[config.mk]
export PLATFORM = sky130hd
export DESIGN_NAME = circle_pixel_generator_core
export DESIGN_NICKNAME = d
export VERILOG_FILES = /design/src/rtl/cpg_pkg.sv /design/src/rtl/circle_pixel_generator_core.sv
export SDC_FILE = /design/constraint.sdc
export NUM_CORES = 1
export LEC_CHECK = 0
export ABC_AREA = 1
export BUFFER_PORTS_ARGS = -buffer_cell sky130_fd_sc_hd__buf_4
export CAP_MARGIN = 20
export CORE_MARGIN = 1
export CORE_UTILIZATION = 60
export CTS_CLUSTER_DIAMETER = 40
export CTS_CLUSTER_SIZE = 25
export DETAILED_ROUTE_END_ITERATION = 10
export GPL_TIMING_DRIVEN = 0
export PLACE_DENSITY_LB_ADDON = 0.3
export SYNTH_ARGS = -nofsm -noshare
export SYNTH_HDL_FRONTEND = slang
export SYNTH_SLANG_ARGS = --single-unit
[constraint.sdc]
create_clock -name i_clk -period 4.65 [get_ports i_clk]
set_input_delay 0.465 -clock i_clk [delete_from_list [all_inputs] [get_ports i_clk]]
set_output_delay 0.465 -clock i_clk [all_outputs]
set_load 0.1 [all_outputs]
[src/rtl/cpg_pkg.sv]
`timescale 1ns / 1ps

package cpg_pkg;

    // Input item kind, carried on the slave-side tuser
    localparam logic CMD_START = 1'b0;
    localparam logic CMD_STEP  = 1'b1;

    // Configuration register indexes
    localparam int unsigned REG_PEN_COLOUR = 0;
    localparam int unsigned NUM_REGS       = 1;

    localparam int unsigned COLOUR_W   = 16;
    localparam int unsigned APB_DATA_W = 32;
    localparam int unsigned APB_ADDR_W = 3;

    // Pixel beats per drawing step
    localparam int unsigned BEATS_PER_STEP = 8;
    localparam int unsigned BEAT_W         = 3;
    localparam logic [BEAT_W-1:0] BEAT_LAST = 3'd7;

    // Which offset each coordinate takes and whether it is subtracted
    typedef struct packed {
        logic x_use_b;
        logic x_neg;
        logic y_use_b;
        logic y_neg;
    } t_octant;

    // Octant order: (+a,-b) (+b,-a) (+b,+a) (+a,+b) (-a,+b) (-b,+a) (-a,-b) (-b,-a)
    function automatic t_octant octant_sel(input logic [BEAT_W-1:0] beat);
        t_octant sel;
        sel = '0;
        case (beat)
            3'd0: sel = '{x_use_b: 1'b0, x_neg: 1'b0, y_use_b: 1'b1, y_neg: 1'b1};
            3'd1: sel = '{x_use_b: 1'b1, x_neg: 1'b0, y_use_b: 1'b0, y_neg: 1'b1};
            3'd2: sel = '{x_use_b: 1'b1, x_neg: 1'b0, y_use_b: 1'b0, y_neg: 1'b0};
            3'd3: sel = '{x_use_b: 1'b0, x_neg: 1'b0, y_use_b: 1'b1, y_neg: 1'b0};
            3'd4: sel = '{x_use_b: 1'b0, x_neg: 1'b1, y_use_b: 1'b1, y_neg: 1'b0};
            3'd5: sel = '{x_use_b: 1'b1, x_neg: 1'b1, y_use_b: 1'b0, y_neg: 1'b0};
            3'd6: sel = '{x_use_b: 1'b0, x_neg: 1'b1, y_use_b: 1'b1, y_neg: 1'b1};
            3'd7: sel = '{x_use_b: 1'b1, x_neg: 1'b1, y_use_b: 1'b0, y_neg: 1'b1};
            default: sel = '0;
        endcase
        return sel;
    endfunction

endpackage

[src/rtl/circle_pixel_generator_core.sv]
`timescale 1ns / 1ps

// Midpoint circle rasterizer with eight-way symmetry.
// Slave stream: s_axis_tuser selects the request kind. A start request loads
// centre and radius and produces nothing. A step request, while the current
// circle still has octant points left, produces eight pixel writes on the
// master stream; a step after the circle is finished produces nothing.
// Master stream: tdata holds column, row and pen colour; tlast marks the
// eighth pixel of a step; tuser flags that this step finished the circle.
// The first pixel of a step is valid in the cycle after the step request
// is accepted. Output runs at one pixel per cycle while the receiver
// accepts; start requests and idle steps produce no output. The next request
// is taken in the same cycle as the eighth pixel leaves, so back-to-back steps
// keep the output busy. When the receiver stalls, the current pixel holds and
// no new request is taken until the last pixel of the step is accepted.
// Reset (synchronous, active low) clears the pen colour and the centre and
// leaves the rasterizer finished (a=1, b=0), so steps do nothing until a
// start request arrives. The pen colour is written through the APB port at
// address 0 and is sampled when a step request is accepted.
module circle_pixel_generator_core #(
    parameter int unsigned COORD_BITS  = 16,
    parameter int unsigned RADIUS_BITS = 8,
    // derived widths of the stream data buses, rounded up to whole bytes
    localparam int unsigned IN_DATA_W  = ((2 * COORD_BITS + RADIUS_BITS + 7) / 8) * 8,
    localparam int unsigned OUT_DATA_W = ((2 * COORD_BITS + 16 + 7) / 8) * 8
) (
    input  logic                              i_clk,
    input  logic                              i_rst_n,
    // slave stream
    input  logic                              s_axis_tvalid,
    output logic                              s_axis_tready,
    // tdata: centre_x, centre_y, radius (from bit 0 up), zero padded
    input  logic [IN_DATA_W-1:0]              s_axis_tdata,
    // tuser: cmd
    input  logic                              s_axis_tuser,
    // master stream
    output logic                              m_axis_tvalid,
    input  logic                              m_axis_tready,
    // tdata: pixel_x, pixel_y, pixel_colour (from bit 0 up), zero padded
    output logic [OUT_DATA_W-1:0]             m_axis_tdata,
    // tlast: last_of_step
    output logic                              m_axis_tlast,
    // tuser: circle_done
    output logic                              m_axis_tuser,
    // configuration port
    input  logic                              psel,
    input  logic                              penable,
    input  logic                              pwrite,
    input  logic [cpg_pkg::APB_ADDR_W-1:0]    paddr,
    input  logic [cpg_pkg::APB_DATA_W-1:0]    pwdata,
    output logic [cpg_pkg::APB_DATA_W-1:0]    prdata,
    output logic                              pready
);
    import cpg_pkg::*;

    localparam int unsigned OFF_W = RADIUS_BITS + 1;
    localparam int unsigned DEC_W = RADIUS_BITS + 4;
    localparam int unsigned SUM_W = COORD_BITS + RADIUS_BITS + 1;

    // circle state
    logic [COORD_BITS-1:0] r_cx, r_cy;
    logic [OFF_W-1:0]      r_a, r_b;
    logic [DEC_W-1:0]      r_dec;
    logic [COLOUR_W-1:0]   r_pen;

    // snapshot of the step being emitted
    logic                  r_busy;
    logic [BEAT_W-1:0]     r_beat;
    logic [COORD_BITS-1:0] r_snap_cx, r_snap_cy;
    logic [OFF_W-1:0]      r_snap_a, r_snap_b;
    logic [COLOUR_W-1:0]   r_snap_colour;
    logic                  r_snap_done;

    logic                  w_in_acc, w_out_take, w_draw, w_cfg_wr;
    logic [COORD_BITS-1:0] w_in_cx, w_in_cy;
    logic [RADIUS_BITS-1:0] w_in_r;
    logic [OFF_W-1:0]      n_a, n_b;
    logic [DEC_W-1:0]      n_dec, w_na4, w_b4;

    // Accept a new request when nothing is pending or the last pixel leaves now
    assign s_axis_tready = !r_busy || ((r_beat == BEAT_LAST) && m_axis_tready);
    assign w_in_acc      = s_axis_tvalid && s_axis_tready;
    assign w_out_take    = r_busy && m_axis_tready;
    assign w_draw        = w_in_acc && (s_axis_tuser == CMD_STEP) && !(r_a > r_b);

    assign w_in_cx = s_axis_tdata[COORD_BITS-1:0];
    assign w_in_cy = s_axis_tdata[2*COORD_BITS-1:COORD_BITS];
    assign w_in_r  = s_axis_tdata[2*COORD_BITS+RADIUS_BITS-1:2*COORD_BITS];

    // Advance a, b and the decision value for one step
    assign n_a   = r_a + OFF_W'(1);
    assign w_na4 = DEC_W'(n_a) << 2;
    assign w_b4  = DEC_W'(r_b) << 2;

    always_comb begin
        if (r_dec[DEC_W-1]) begin
            n_dec = r_dec + w_na4 + DEC_W'(6);
            n_b   = r_b;
        end else begin
            n_dec = r_dec + DEC_W'(10) + w_na4 - w_b4;
            n_b   = (r_b != '0) ? (r_b - OFF_W'(1)) : '0;
        end
    end

    always_ff @(posedge i_clk) begin
        if (!i_rst_n) begin
            r_cx  <= '0;
            r_cy  <= '0;
            r_a   <= OFF_W'(1);
            r_b   <= '0;
            r_dec <= '0;
        end else if (w_in_acc && (s_axis_tuser == CMD_START)) begin
            r_cx  <= w_in_cx;
            r_cy  <= w_in_cy;
            r_a   <= '0;
            r_b   <= OFF_W'(w_in_r);
            r_dec <= DEC_W'(3) - (DEC_W'(w_in_r) << 1);
        end else if (w_draw) begin
            r_a   <= n_a;
            r_b   <= n_b;
            r_dec <= n_dec;
        end
    end

    // Output sequencer: one pixel per beat from the snapshot
    always_ff @(posedge i_clk) begin
        if (!i_rst_n) begin
            r_busy <= 1'b0;
            r_beat <= '0;
        end else if (w_draw) begin
            r_busy <= 1'b1;
            r_beat <= '0;
        end else if (w_out_take) begin
            if (r_beat == BEAT_LAST) begin
                r_busy <= 1'b0;
            end
            r_beat <= r_beat + BEAT_W'(1);
        end
    end

    always_ff @(posedge i_clk) begin
        if (w_draw) begin
            r_snap_cx     <= r_cx;
            r_snap_cy     <= r_cy;
            r_snap_a      <= r_a;
            r_snap_b      <= r_b;
            r_snap_colour <= r_pen;
            r_snap_done   <= n_a > n_b;
        end
    end

    // Pixel coordinates for the current octant, wrapped to COORD_BITS
    t_octant               w_oct;
    logic [OFF_W-1:0]      w_off_x, w_off_y;
    logic [SUM_W-1:0]      w_sum_x, w_sum_y;
    logic [COORD_BITS-1:0] w_px, w_py;

    assign w_oct   = octant_sel(r_beat);
    assign w_off_x = w_oct.x_use_b ? r_snap_b : r_snap_a;
    assign w_off_y = w_oct.y_use_b ? r_snap_b : r_snap_a;
    assign w_sum_x = w_oct.x_neg ? (SUM_W'(r_snap_cx) - SUM_W'(w_off_x))
                                 : (SUM_W'(r_snap_cx) + SUM_W'(w_off_x));
    assign w_sum_y = w_oct.y_neg ? (SUM_W'(r_snap_cy) - SUM_W'(w_off_y))
                                 : (SUM_W'(r_snap_cy) + SUM_W'(w_off_y));
    assign w_px    = w_sum_x[COORD_BITS-1:0];
    assign w_py    = w_sum_y[COORD_BITS-1:0];

    assign m_axis_tvalid = r_busy;
    assign m_axis_tdata  = OUT_DATA_W'({r_snap_colour, w_py, w_px});
    assign m_axis_tlast  = (r_beat == BEAT_LAST);
    assign m_axis_tuser  = r_snap_done && (r_beat == BEAT_LAST);

    // Configuration: pen colour at word 0
    logic w_addr_pen;

    assign pready     = 1'b1;
    assign w_addr_pen = (paddr[APB_ADDR_W-1:2] == 1'(REG_PEN_COLOUR));
    assign w_cfg_wr   = psel && penable && pwrite && pready && w_addr_pen;
    assign prdata     = w_addr_pen ? APB_DATA_W'(r_pen) : '0;

    always_ff @(posedge i_clk) begin
        if (!i_rst_n) begin
            r_pen <= '0;
        end else if (w_cfg_wr) begin
            r_pen <= pwdata[COLOUR_W-1:0];
        end
    end

    // A drawing step starts its first pixel on the next cycle
    a_draw_starts: assert property (@(posedge i_clk) disable iff (!i_rst_n)
        w_draw |=> (m_axis_tvalid && (r_beat == '0)))
        else $error("drawing step did not start at its first pixel");

    // Output goes quiet after the last pixel unless a new step was drawn
    a_step_ends: assert property (@(posedge i_clk) disable iff (!i_rst_n)
        (m_axis_tvalid && m_axis_tready && m_axis_tlast && !w_draw) |=> !m_axis_tvalid)
        else $error("pixel output kept running after the last pixel");

    // Only steps with a not past b are ever emitted
    a_snap_order: assert property (@(posedge i_clk) disable iff (!i_rst_n)
        r_busy |-> (r_snap_a <= r_snap_b))
        else $error("emitting a step past the end of the circle");

endmodule
# Word level (Yosys, flattened, before mapping)
# Memories as Yosys holds them, arrays and structs flattened. A register that Yosys moved wholly into a read port is not among the register bits.
# Index checks and enable logic that the tools add are counted.
dict set report classes {
  n_reduce_logical 20
  n_bitwise 3
  addsub 13
  n_eq_ne 1
  muxes 19
  order_cmp 2
}
# op n
set op_table {}
lappend op_table {{$mux 16} 3}
lappend op_table {{$mux 12} 3}
lappend op_table {{$mux 9} 4}
lappend op_table {{$add 16x9->16} 2}
lappend op_table {{$sub 16x9->16} 2}
lappend op_table {{$add 12x11->12} 2}
lappend op_table {{$gt 9x9->1} 2}
lappend op_table {{$mux 8} 2}
lappend op_table {{$add 12x3->12 const B} 1}
lappend op_table {{$add 12x4->12 const B} 1}
lappend op_table {{$sub 12x11->12} 1}
lappend op_table {{$logic_and 1x1->1} 10}
lappend op_table {{$sub 2x9->10 const A} 1}
lappend op_table {{$add 9x1->9 const B} 1}
lappend op_table {{$reduce_bool 9->1} 1}
lappend op_table {{$sub 9x1->9 const B} 1}
lappend op_table {{$mux 3} 2}
lappend op_table {{$reduce_bool 2->1} 3}
lappend op_table {{$mux 1} 5}
lappend op_table {{$reduce_or 2->1} 2}
lappend op_table {{$add 3x1->3 const B} 1}
lappend op_table {{$eq 3x3->1 const B} 1}
lappend op_table {{$not 1->1} 3}
lappend op_table {{$logic_not 1->1} 2}
lappend op_table {{other kinds (2)} 2}
dict set report totals {
  inputBits 83
  n_memories 1
  out_inout_bits 85
  elab_cells 75
  romBits 32
  register_bits 149
}
# name depth word_bits read_ports rd_clocked_by_memory_dff wr line
set memory_table {}
lappend memory_table {{(name not given)} 8 4 1 1 0 cpg_pkg.sv:34} ;# case (beat)

# Longest topological paths before layout
dict set report logic_depth {
  word_depth 8
  depth_mapped 20
  mapped_depth_nobuf 19
}

# Worst setup path after synthesis
# OpenSTA, ideal clock, no wires.
dict set report synth_path {
  path_type {reg2out}
  start {reg, netlist name w_oct[1]}
  end {out m_axis_tdata[29]}
  stages_incl_launch_ff 18
  setup_slack_ns 0.280
  path_buffers 2
  required_time_ns 4.185
  arrival_time_ns 3.905
  path_cell_list {dfxtp_1 -> buf_6 -> buf_8 -> o21a_4 -> inv_1 -> ha_1 -> nand3_1 -> nor3b_2 -> nand3_1 -> nand2_1 -> xor2_1 -> ha_1 -> nand2_1 -> nor2_1 -> nand3_1 -> nand4_1 -> a21oi_1 -> xnor2_1}
}
dict set report synth_between {
  elab_chain_len 3
  elab_cells_between_ends 4
  cone_classes {2 x add/sub; 2 x mux}
}
# item line
set synth_lines {}
lappend synth_lines {{$mux 9 *} circle_pixel_generator_core.sv:160} ;# assign w_off_y = w_oct.y_use_b ? r_snap_b : r_snap_a;
lappend synth_lines {{$add 16x9->16 or $sub 16x9->16 (tied branches)} {circle_pixel_generator_core.sv:164, circle_pixel_generator_core.sv:163}}
lappend synth_lines {{$mux 16 *} circle_pixel_generator_core.sv:163} ;# assign w_sum_y = w_oct.y_neg ? (SUM_W'(r_snap_cy) - SUM_W'(w_off_y))
lappend synth_lines {{to (decl)} circle_pixel_generator_core.sv:40} ;# output logic [OUT_DATA_W-1:0] m_axis_tdata,
# Mark *: on every way between the ends. The rest lies on a longest branch, timed or not.

# Final worst setup path
dict set report layout_path {
  start {reg, netlist name w_oct[3]}
  end {out m_axis_tdata[15]}
}
dict set report layout_between {
  elab_chain_len 3
  elab_cells_between_ends 4
  cone_classes {2 x add/sub; 2 x mux}
}
# item line
set layout_lines {}
lappend layout_lines {{$mux 9 *} circle_pixel_generator_core.sv:159} ;# assign w_off_x = w_oct.x_use_b ? r_snap_b : r_snap_a;
lappend layout_lines {{$add 16x9->16 or $sub 16x9->16 (tied branches)} {circle_pixel_generator_core.sv:162, circle_pixel_generator_core.sv:161}}
lappend layout_lines {{$mux 16 *} circle_pixel_generator_core.sv:161} ;# assign w_sum_x = w_oct.x_neg ? (SUM_W'(r_snap_cx) - SUM_W'(w_off_x))
# Marks and branches as above.

==> reports/metrics.yaml <==
run_status:
  outcome: "complete, no violations"
timing:
  slew_viol_final: 0
  skew_ns: 0.00815
  period_share_pct: 89.7
  tightest_slew_ns: 0.971
  setup_ws_ns: 0.478
  fin_crit_ns: 4.17
  finalSetupTns_ns: 0
  relSlewSlack_pct: 35.3
  finalHoldViolations: 0
  rsz0062_at_grt: "false"
  fmaxAchievable_ghz: 0.240
  finalSetupViolCount: 0
grt:
  grt_overflow_total: 0
  grtUsageTotal_pct: 30.0
  grt_pass1_vias: 8287
  antenna_found_initial: 0
  grt_max_degree: 77
  grt_pass1_wl_um: 39200
cts:
  htreeDepth: 4
  cts-resized-gates: 0
  clk_pin_slew_ns: 0.06
  clock_path_buffers: 2
  cts_sinks: 152
  numCtsBuffers: 17
  clkLatencyLatePin_ns: 0.43
  cts_post_setup_buffers_inserted: 0
  cts-root-buf: "clkbuf_16"
  cts_tree: "done"
  holdBufCountCts: 0
floorplanning:
  die_height_um: 130
  pin_count: 168
  dieArea_sq_um: 16900
  core_sq_um: 15900
  start_util_pct: 61.6
  die_x_um: 130
  rows: 46
critical_path:
  cp_cell_sequence: "buf_6 -> nor2_2 -> a21oi_1 -> ha_1 -> nand3b_1 -> nor3_2 -> nand3_1 -> nand2_1 -> xor2_1 -> ha_1 -> a21oi_1 -> nor2_1 -> o21ai_0 -> nand3b_1 -> a21oi_1 -> nand2_1 -> nand2_1 -> buf_4"
  critPathBufInv: 2
  cp_max_fo: 9
  rrSetupSlack_ns: 0.89
  crit_family: "simple AND/OR/NAND/NOR gates"
  path_class: "register to output pin"
  startpoint_type: "register"
  worst-path-stages: 18
  rr_worst_depth: 18
  critPathRequiredTime_ns: 4.18
  cp_data_arrival_time_ns: 3.71
  crit_start: "w_oct[3]"
  cp_slowest_cell: "dfxtp_1"
  r2r-end: "r_dec[11]"
  cp_slowest_stage_delay_ns: 0.33
  critPathCaptureType: "output pin"
  crit_end: "m_axis_tdata[15]"
  r2r-start: "r_a[0]"
layout:
  syn_to_final_growth_pct: 19.4
  drive_gt1_share_pct: 16.0
  final_nets: 1581
  final_util_pct: 73.6
  diodes: 0
drt:
  maxUsedRoutingLayer: "met4"
  wl_met1_um: 10100
  wl_met3_um: 1430
  wl_um: 24400
  ant_nets: 0
  wl_met2_um: 12200
  drtPass1Iterations: 7
  drc: 0
  drt_iter0_markers: 567
  wl_per_cell_um: 15.0
  via_per_inst: 5.44
  vias: 8841
synthesis:
  seq_area_frac_synth_pct: 37.8
  synth.area.top_cells: "edfxtp_1 (20%), dfxtp_1 (17%), ha_1 (11%)"
  synthCells: 1233
  netlist-cell-type-count: 48
  synth_top_area_cell: "edfxtp_1"
  netlist.area_leader.share_pct: 20.5
  syn-cell-area_sq_um: 9830
  synth.ff_latch_count: 152
  yosys_warnings: 0
  avgSynthCellArea_sq_um: 7.97
worst_hold_path:
  hold_class: "primary input to register"
place:
  hpwl_um: 18400
  gp_congestion: 0.951
  dp_slack_ns: 0.972
  portBuffers: 130
job:
  timing.max_cap.violations: 0
[layout make-up]
type	instances	area, sq um
Multi-Input combinational cell	896	5300
Inverter	147	552
Clock inverter	15	180
Timing Repair Buffer	130	976
Sequential cell	152	3710
Buffer	53	322
Clock buffer	17	425
Fill cell	1209	4200
Tap cell	216	270
[placed cells by master (no fill, tap or decap), types with 13 or more instances in the layout]
| cell type | instances |
|---|---|
| clkbuf_1 | 20 |
| buf_4 | 149 |
| nor2_1 | 167 |
| o21ai_0 | 112 |
| edfxtp_1 | 67 |
| a21oi_1 | 97 |
| inv_1 | 144 |
| xnor2_1 | 13 |
| clkbuf_16 | 17 |
| xor2_1 | 45 |
| nand3_1 | 70 |
| dfxtp_1 | 85 |
| conb_1 | 17 |
| ha_1 | 90 |
| nand2_1 | 187 |
[per-layer routing]
| layer | up-vias | track usage (%) |
|---|---|---|
| met3 | 59 | 5.29 |
| met1 | 4039 | 35.9 |
| met5 | - | 0 |
| li1 | 4394 | - |
| met2 | 349 | 52.6 |
| met4 | 0 | 14.2 |
[worst reg2reg max path, stage by stage (launching register included)]
cell,delay [ns]
dfxtp_1,0.51
nand3_1,0.19
nor2_1,0.21
nand3_1,0.12
xor2_1,0.40
inv_1,0.10
fa_1,0.49
inv_1,0.05
ha_1,0.28
ha_1,0.34
nand2_1,0.12
inv_1,0.04
a21boi_0,0.29
nand3_1,0.12
nand2_1,0.08
nand3_1,0.08
nand2_1,0.09
nand2_1,0.05
a21oi_1,0.13
[cells by family after synthesis]
group / share of synthesized area [%]
and+or+nand+nor: 20.2
AOI/OAI and AO/OA: 14.0
xor gates and xnor gates: 5.17
muxes: 0.216
adders and majority gates: 13.7
DFF: 37.8
buffers and inverters: 8.86
other: 0.0764
[through the flow]
stage	cells	instance area, sq um	hold WS [ns]
4_1_cts	1626	11700	0.251
2_1_floorplan	1248	9880	0.403
6_report	1626	11700	0.258
3_5_place_dp	1594	11100	0.409
3_3_place_gp	1594	11100	0.406
5_1_grt	1626	11700	0.259
[worst min-delay path by stage]
stage	slack, ns	from	depth (start not counted)	end
global placement	0.41	r_cx[0]	0	r_snap_cx[0]
finish	0.26	s_axis_tdata[10]	3	r_cx[10]
CTS	0.25	s_axis_tdata[10]	3	r_cx[10]
global route	0.26	s_axis_tdata[17]	3	r_cy[1]
detailed placement	0.41	r_cx[0]	0	r_snap_cx[0]
floorplan	0.40	r_cx[0]	0	r_snap_cx[0]
[Yosys cell counts (all sizes together)]
cell     number
mux2          1
ha           90
fa           11
a21oi        99
inv         147
dfxtp        85
nor2        174
o21a          6
nor3b         2
conb          2
xor2         45
mux2i         1
nand4        13
xnor2        13
a31oi         4
clkbuf       20
buf          33
nand3b        3
a211oi        1
a21o          4
nand2       194
and2          1
edfxtp       67
nor3          4
or2           4
o21bai        5
o211ai        2
nand3        72
o21ai       123
a21boi        4
o2111ai       3
[flip-flops by register name, indices dropped and copies added, names as in the netlist]
name and cells:
r_beat 3, r_cx 16, r_b 9, r_snap_colour 16
r_a 9, r_cy 16, w_oct 4, m_axis_tvalid 1
r_snap_cx 16, r_snap_b 9, r_snap_cy 16, r_snap_a 9
r_dec 11, r_snap_done 1, r_pen 16
Power is not shown: default switching activity piles up to over one toggle a cycle in this logic, so the estimate is an artifact.
